## src/rtl/rpn_pkg.sv

```systemverilog
// Shared types and constants for the RPN stack evaluator.
`default_nettype none

package rpn_pkg;

   // Q16.16 value and command widths
   localparam int Q_W    = 32;
   localparam int FRAC_W = 16;
   localparam int CMD_W  = 3;
   // dividend width of the fixed-point divide: value shifted up by the fraction bits
   localparam int DIV_W  = Q_W + FRAC_W;

   typedef enum logic [CMD_W-1:0] {
      CMD_PUSH     = 3'd0,
      CMD_ADD      = 3'd1,
      CMD_SUB      = 3'd2,
      CMD_MUL      = 3'd3,
      CMD_DIV      = 3'd4,
      CMD_REM      = 3'd5,
      CMD_PRINT    = 3'd6,
      CMD_UNKNOWN  = 3'd7
   } cmd_type;

   // controller to datapath
   typedef struct packed {
      logic    load;       // capture request, clear flags
      logic    push;       // write result register to top of stack
      logic    pop;        // read top of stack, decrement pointer
      logic    cap_b;      // take popped value as right operand
      logic    cap_a;      // take popped value as left operand
      logic    exec;       // add/subtract result, or register the product
      logic    div_start;  // launch the divider
      logic    mul_fix;    // scale and saturate the product
      logic    div_fix;    // sign and saturate divider outputs
      logic    set_zdiv;   // flag a zero divisor
      logic    emit;       // load the response register
      cmd_type op;
   } dp_cmd_type;

   // datapath to controller
   typedef struct packed {
      logic b_next_zero;   // value being captured as right operand is zero
      logic b_zero;        // right operand register is zero
      logic div_done;      // divider finished
   } dp_stat_type;

endpackage

`default_nettype wire

```

## src/rtl/rpn_ctrl.sv

```systemverilog
// Controller: sequences each request through pops, arithmetic, push and response.
`default_nettype none

module rpn_ctrl (
   input  wire logic                        clock,
   input  wire logic                        reset,
   input  wire logic                        req_valid,
   output logic                             req_stall,
   input  wire logic [rpn_pkg::CMD_W-1:0]   req_command,
   output logic                             rsp_valid,
   input  wire logic                        rsp_stall,
   output rpn_pkg::dp_cmd_type              dp_cmd,
   input  wire rpn_pkg::dp_stat_type        dp_stat
);
   import rpn_pkg::*;

   typedef enum logic [3:0] {
      ST_IDLE,
      ST_PUSH,
      ST_POP_B,
      ST_GET_B,
      ST_POP_A,
      ST_GET_A,
      ST_EXEC,
      ST_MUL_FIX,
      ST_DIV_RUN,
      ST_DIV_FIX,
      ST_FINISH
   } state_type;

   state_type state_ff;
   state_type state_in;
   cmd_type   op_ff;
   logic      rsp_valid_ff;
   logic      rsp_valid_in;
   logic      accept;
   logic      out_free;

   assign req_stall = reset || (state_ff != ST_IDLE);
   assign accept    = req_valid && !req_stall;
   assign out_free  = !rsp_valid_ff || !rsp_stall;

   // next state and datapath commands
   always_comb begin
      state_in  = state_ff;
      dp_cmd    = '0;
      dp_cmd.op = op_ff;
      case (state_ff)
         ST_IDLE: begin
            if (accept) begin
               dp_cmd.load = 1'b1;
               case (cmd_type'(req_command))
                  CMD_PUSH:    state_in = ST_PUSH;
                  CMD_UNKNOWN: state_in = ST_FINISH;
                  default:     state_in = ST_POP_B;
               endcase
            end
         end
         ST_PUSH: begin
            dp_cmd.push = 1'b1;
            state_in    = ST_FINISH;
         end
         ST_POP_B: begin
            dp_cmd.pop = 1'b1;
            state_in   = ST_GET_B;
         end
         ST_GET_B: begin
            dp_cmd.cap_b = 1'b1;
            if (op_ff == CMD_PRINT) begin
               state_in = ST_FINISH;
            end else if ((op_ff == CMD_DIV) && dp_stat.b_next_zero) begin
               // divide by zero leaves the dividend on the stack
               dp_cmd.set_zdiv = 1'b1;
               state_in        = ST_FINISH;
            end else begin
               state_in = ST_POP_A;
            end
         end
         ST_POP_A: begin
            dp_cmd.pop = 1'b1;
            state_in   = ST_GET_A;
         end
         ST_GET_A: begin
            dp_cmd.cap_a = 1'b1;
            state_in     = ST_EXEC;
         end
         ST_EXEC: begin
            case (op_ff)
               CMD_ADD, CMD_SUB: begin
                  dp_cmd.exec = 1'b1;
                  state_in    = ST_PUSH;
               end
               CMD_MUL: begin
                  dp_cmd.exec = 1'b1;
                  state_in    = ST_MUL_FIX;
               end
               CMD_REM: begin
                  // remainder by zero has already popped both operands
                  if (dp_stat.b_zero) begin
                     dp_cmd.set_zdiv = 1'b1;
                     state_in        = ST_FINISH;
                  end else begin
                     dp_cmd.div_start = 1'b1;
                     state_in         = ST_DIV_RUN;
                  end
               end
               default: begin
                  dp_cmd.div_start = 1'b1;
                  state_in         = ST_DIV_RUN;
               end
            endcase
         end
         ST_MUL_FIX: begin
            dp_cmd.mul_fix = 1'b1;
            state_in       = ST_PUSH;
         end
         ST_DIV_RUN: begin
            if (dp_stat.div_done) begin
               state_in = ST_DIV_FIX;
            end
         end
         ST_DIV_FIX: begin
            dp_cmd.div_fix = 1'b1;
            state_in       = ST_PUSH;
         end
         ST_FINISH: begin
            if (out_free) begin
               dp_cmd.emit = 1'b1;
               state_in    = ST_IDLE;
            end
         end
         default: begin
            state_in = ST_IDLE;
         end
      endcase
   end

   // response valid: set on emit, cleared once taken
   always_comb begin
      if (dp_cmd.emit) begin
         rsp_valid_in = 1'b1;
      end else if (!rsp_stall) begin
         rsp_valid_in = 1'b0;
      end else begin
         rsp_valid_in = rsp_valid_ff;
      end
   end

   always_ff @(posedge clock) begin
      if (reset) begin
         state_ff     <= ST_IDLE;
         op_ff        <= CMD_PUSH;
         rsp_valid_ff <= 1'b0;
      end else begin
         state_ff     <= state_in;
         rsp_valid_ff <= rsp_valid_in;
         if (accept) begin
            op_ff <= cmd_type'(req_command);
         end
      end
   end

   assign rsp_valid = rsp_valid_ff;

endmodule

`default_nettype wire

```

## config.mk

```make
export PLATFORM = sky130hd
export DESIGN_NAME = rpn_ctrl
export DESIGN_NICKNAME = d
export VERILOG_FILES = /design/src/rtl/rpn_pkg.sv /design/src/rtl/rpn_ctrl.sv
export SDC_FILE = /design/constraint.sdc
export NUM_CORES = 1
export LEC_CHECK = 0
export BUFFER_PORTS_ARGS = -buffer_cell sky130_fd_sc_hd__buf_2
export CORE_UTILIZATION = 47
export DETAILED_ROUTE_END_ITERATION = 10
export GPL_TIMING_DRIVEN = 1
export PLACE_DENSITY = 0.77
export SYNTH_ARGS = -nofsm -noshare
export SYNTH_HDL_FRONTEND = slang
export SYNTH_SLANG_ARGS = --single-unit
```

## constraint.sdc

```tcl
create_clock -name clock -period 1.5 [get_ports clock]
set_input_delay 0.3 -clock clock [delete_from_list [all_inputs] [get_ports clock]]
set_output_delay 0.3 -clock clock [all_outputs]
set_load 0.1 [all_outputs]
```

==> summary.txt, run 1 <==
syn nets = 102
clock root cell = clkbuf_4
Chip Width = 40.68 um
Die H = 40.68 um
outcome = did not finish
H-tree Lvls = 1
post-synthesis xor/xnor area fraction = 1.246%
placed insts = 142
Post-Synth Simple-Gate Area = 35.59%
deepest clock path buffer count = 2
initial core utilization = 52.09%
post-synthesis mux area share = 6.228%
synth unique cells = 37
CTS sink cnt = 8
post-synthesis sequential area ratio = 22.78%
post-synth top area share = 22.78%
Avg Cell Area, Syn = 7.643 sq um
hold_buf cts = 0
cts repair resizes = 28
Err = [ERROR DPL-0038] Utilization greater than 100%, impossible to legalize
Yosys top cell by area = dfxtp_1
Syn Inst Count = 92
adder-cell share of the synthesized area = 0%
port buffer count = 25
Placement Setup Slack = -85.28 ps
Synth area leaders = dfxtp_1 23%, nor2_1 6.4%, clkbuf_8 5.9%
Mapped Area = 703.2 sq um
placed inst area = 0.001245 sq mm
Halt Stage = 4_1_cts
hpwl dp = 1953 um
# rows = 13
Setup Buffers After CTS = 10
CTS buffer count = 3
RD Place Congestion = 0.9331
synthesis-stage register bit count = 8
Synth Area in Compound Gates = 21.89%
largest family of logic cells by synthesized area = simple AND/OR/NAND/NOR gates
I/O pin count = 26
Synthesis Warnings = 0
==> cells by family after synthesis <==
logic type,after synthesis
multiplexers,4
XOR/XNOR,1
AND/OR/NAND/NOR,45
AO/OA/AOI/OAI,23
buffers and inverters,11
flip-flops,8
==> cells in the mapped netlist, drive strengths merged <==
cell type / instances
or3: 1
a21oi: 5
and4: 1
o21ai: 6
inv: 4
nand2b: 4
clkbuf: 4
buf: 3
nor2: 12
and3: 2
nand3b: 2
o31ai: 1
dfxtp: 8
o21a: 1
a31oi: 1
or2: 2
nor3: 8
mux2: 3
nand2: 5
nand4bb: 1
nor2b: 4
o211ai: 1
a2bb2oi: 1
mux2i: 1
o221ai: 1
o2111ai: 1
a2111oi: 1
a32oi: 2
o21ba: 1
xnor2: 1
a211oi: 1
nor3b: 3
==> metrics by stage <==
stage          util (%)  setup TNS [ps]  hold slack (ps)
3_5_place_dp      92.22          -142.8            497.0
3_3_place_gp      92.22          -47.61            480.1
2_1_floorplan         -           -3785            424.7
==> inputs of run 2 (changes only) <==
CORE_AREA = 2 2 63 65   (was not set)
CORE_UTILIZATION = not set   (was 47)
DIE_AREA = 0 0 65 67   (was not set)
PLACE_DENSITY = not set   (was 0.77)
PLACE_DENSITY_LB_ADDON = 0.15   (was not set)
==> summary.txt, run 2 <==
outcome = finished with violations
failing checks = negative setup slack
Final Power = 0.002832 W
worst-skew pair later-pin latency = 230 ps
post-synthesis sequential area ratio = 22.78%
FF-to-FF setup slack = -70 ps
routed via count = 846
CTS sink cnt = 8
DRT Wirelength = 2467 um
RD Place Congestion = 0.8410
Max Cap Viol = 0
First-pass DRT Iterations = 4
Pleak = 0.6084 nW
# rows = 22
Worst Path Arrival = 1470 ps
CP bufs+invs = 1
CP Capture Type = output port
final cell count without fillers = 188
crit path kind = reg2out
Final ANT Viol Nets = 0
worst-path cell chain = nand3b_1 -> nor2_2 -> a32oi_2 -> nor3b_4 -> buf_12
final hold vios = 0
synth unique cells = 37
Avg Cell Area, Syn = 7.643 sq um
Reg2Reg Launch Point = state_ff[0]$_SDFFE_PP0P_
synthesis-stage register bit count = 8
hold_buf cts = 0
clk slew on worst S/H paths = 40 ps
max reg flops = 4
EDFF count, synth = 0
antenna violations before repair = 0
most frequent cells in the layout = 18 x buf_4, 13 x buf_12, 12 x buf_2
post-synth top area share = 22.78%
# DRC = 0
fin crit share = 117.8%
Chip Width = 65 um
PD cells = 1862 mW/mm^2
diode count = 0
min cycle time layout = 1767 ps
ys flop type = dfxtp_1
Slowest cell on crit path = dfxtp_2
total grt overflow = 0
fin nets = 151
placed insts = 178
wire length per cell = 13.12 um
Largest Register = state_ff
Peak VDD IR = 1114 uV
Fmax achieved = 565.8 MHz
delay-heaviest family, CP = simple AND/OR/NAND/NOR gates
Core Box Area = 0.003606 sq mm
TNS Setup = -1742 ps
Mapped Area = 703.2 sq um
port buffer count = 25
H-tree Lvls = 1
DIE AREA = 0.004355 sq mm
first-pass GRT wire length = 4022 um
Hold Path Depth = 2
worst slew pin tran = 494.5 ps
Placement Setup Slack = -68.05 ps
Synthesis Warnings = 0
deepest clock path buffer count = 2
pin count of the biggest net entering global routing = 12
RSZ-0062 raised after global routing = true
Clock Skews = 3.480 ps
ys async rst share = 0%
commonest cells in the netlist = 12 x nor2_1, 8 x dfxtp_1, 7 x nor3_1
Final Setup Violations = 13
placed inst area = 0.001294 sq mm
Synth area leaders = dfxtp_1 23%, nor2_1 6.4%, clkbuf_8 5.9%
Setup WS post-layout = -267.4 ps
proportion of layout cells with a drive suffix above 1 = 65.71%
CP max FO = 5
Die H = 67 um
Yosys top cell by area = dfxtp_1
hold_sp = req_command[2]
Hold WC Path Type = in2reg
I/O pin count = 26
syn nets = 102
Slew HR = 66.95%
CP Data Required Time = 1200 ps
CTS buffer count = 3
Reg2Reg Capture Point = op_ff[1]$_SDFFE_PP0P_
Worst setup SP type = flip-flop
most frequent cell after synthesis = nor2_1
DR iter-0 viols = 16
hpwl dp = 1790 um
CTS tree = done
most common cell after layout, fill and taps aside = buf_4
via-per-instance ratio = 4.500
crit-path max cell delay = 330 ps
Tot GR Track Use = 11.97%
clock root cell = clkbuf_8
final instance area = 0.001521 sq mm
Layout area overhead = 116.4%
initial core utilization = 19.50%
Syn Inst Count = 92
hold endpoint = op_ff[2]$_SDFFE_PP0P_
vias in the first global route = 861
Setup crit start = state_ff[3]$_SDFFE_PP0P_
fin. max-slew vios = 0
reg2reg path depth = 6
run 2: cell counts after synthesis:
No cell type changed its count.
run 2: logic make-up after synthesis:
logic type / synth area share, %
simple gates: 35.59
compound gates: 21.89
buf+inv: 12.28
flops: 22.78
mux: 6.227
xor+xnor: 1.246
run 2: stage by stage:
stage	hold slack (ps)	util, %
6_report	334.4	42.19
5_1_grt	336.4	42.19
4_1_cts	308.9	41.15
2_1_floorplan	424.7	-
3_3_place_gp	482.0	35.88
3_5_place_dp	484.8	35.88
run 2: report_power, final:
part	switching, W	leakage (nW)	internal [W]
logic	0.00122	0.515	0.000896
clock network	0.0000880	0.0228	0.000184
registers	0.000143	0.0703	0.000300
run 2: per-layer routing:
metal	GRT usage [%]	part of all wire [%]	vias up
li1	-	-	428
met1	14.14	43	393
met2	21.39	51	19
met3	2.027	3.9	6
met4	4.787	2.1	0
met5	0	0	-
run 2: worst max-delay path by stage:
stage	endpoint	cells past startpoint
2_1_floorplan	dp_cmd[4]	5
3_3_place_gp	dp_cmd[4]	5
3_5_place_dp	dp_cmd[4]	5
4_1_cts	dp_cmd[4]	5
5_1_grt	dp_cmd[4]	5
6_report	dp_cmd[4]	5
run 2: layout make-up:
| type | instances | area (sq um) |
|---|---|---|
| inverter | 4 | 18.77 |
| tap | 48 | 60.06 |
| multi-input combinational | 73 | 669.4 |
| timing repair buffer | 51 | 545.5 |
| sequential | 8 | 182.7 |
| fill | 364 | 2085 |
| clock buffer | 4 | 45.04 |
run 2: timing repair:
action                                  4_1_cts  5_1_grt
pin swaps                                     9        5
setup buffers                                 4        5
gates resized for setup                      25       10
endpoints found under the setup margin       13       16
hold endpoints to repair                      0        0
No activity file was read; power rests on OpenSTA's default activity.
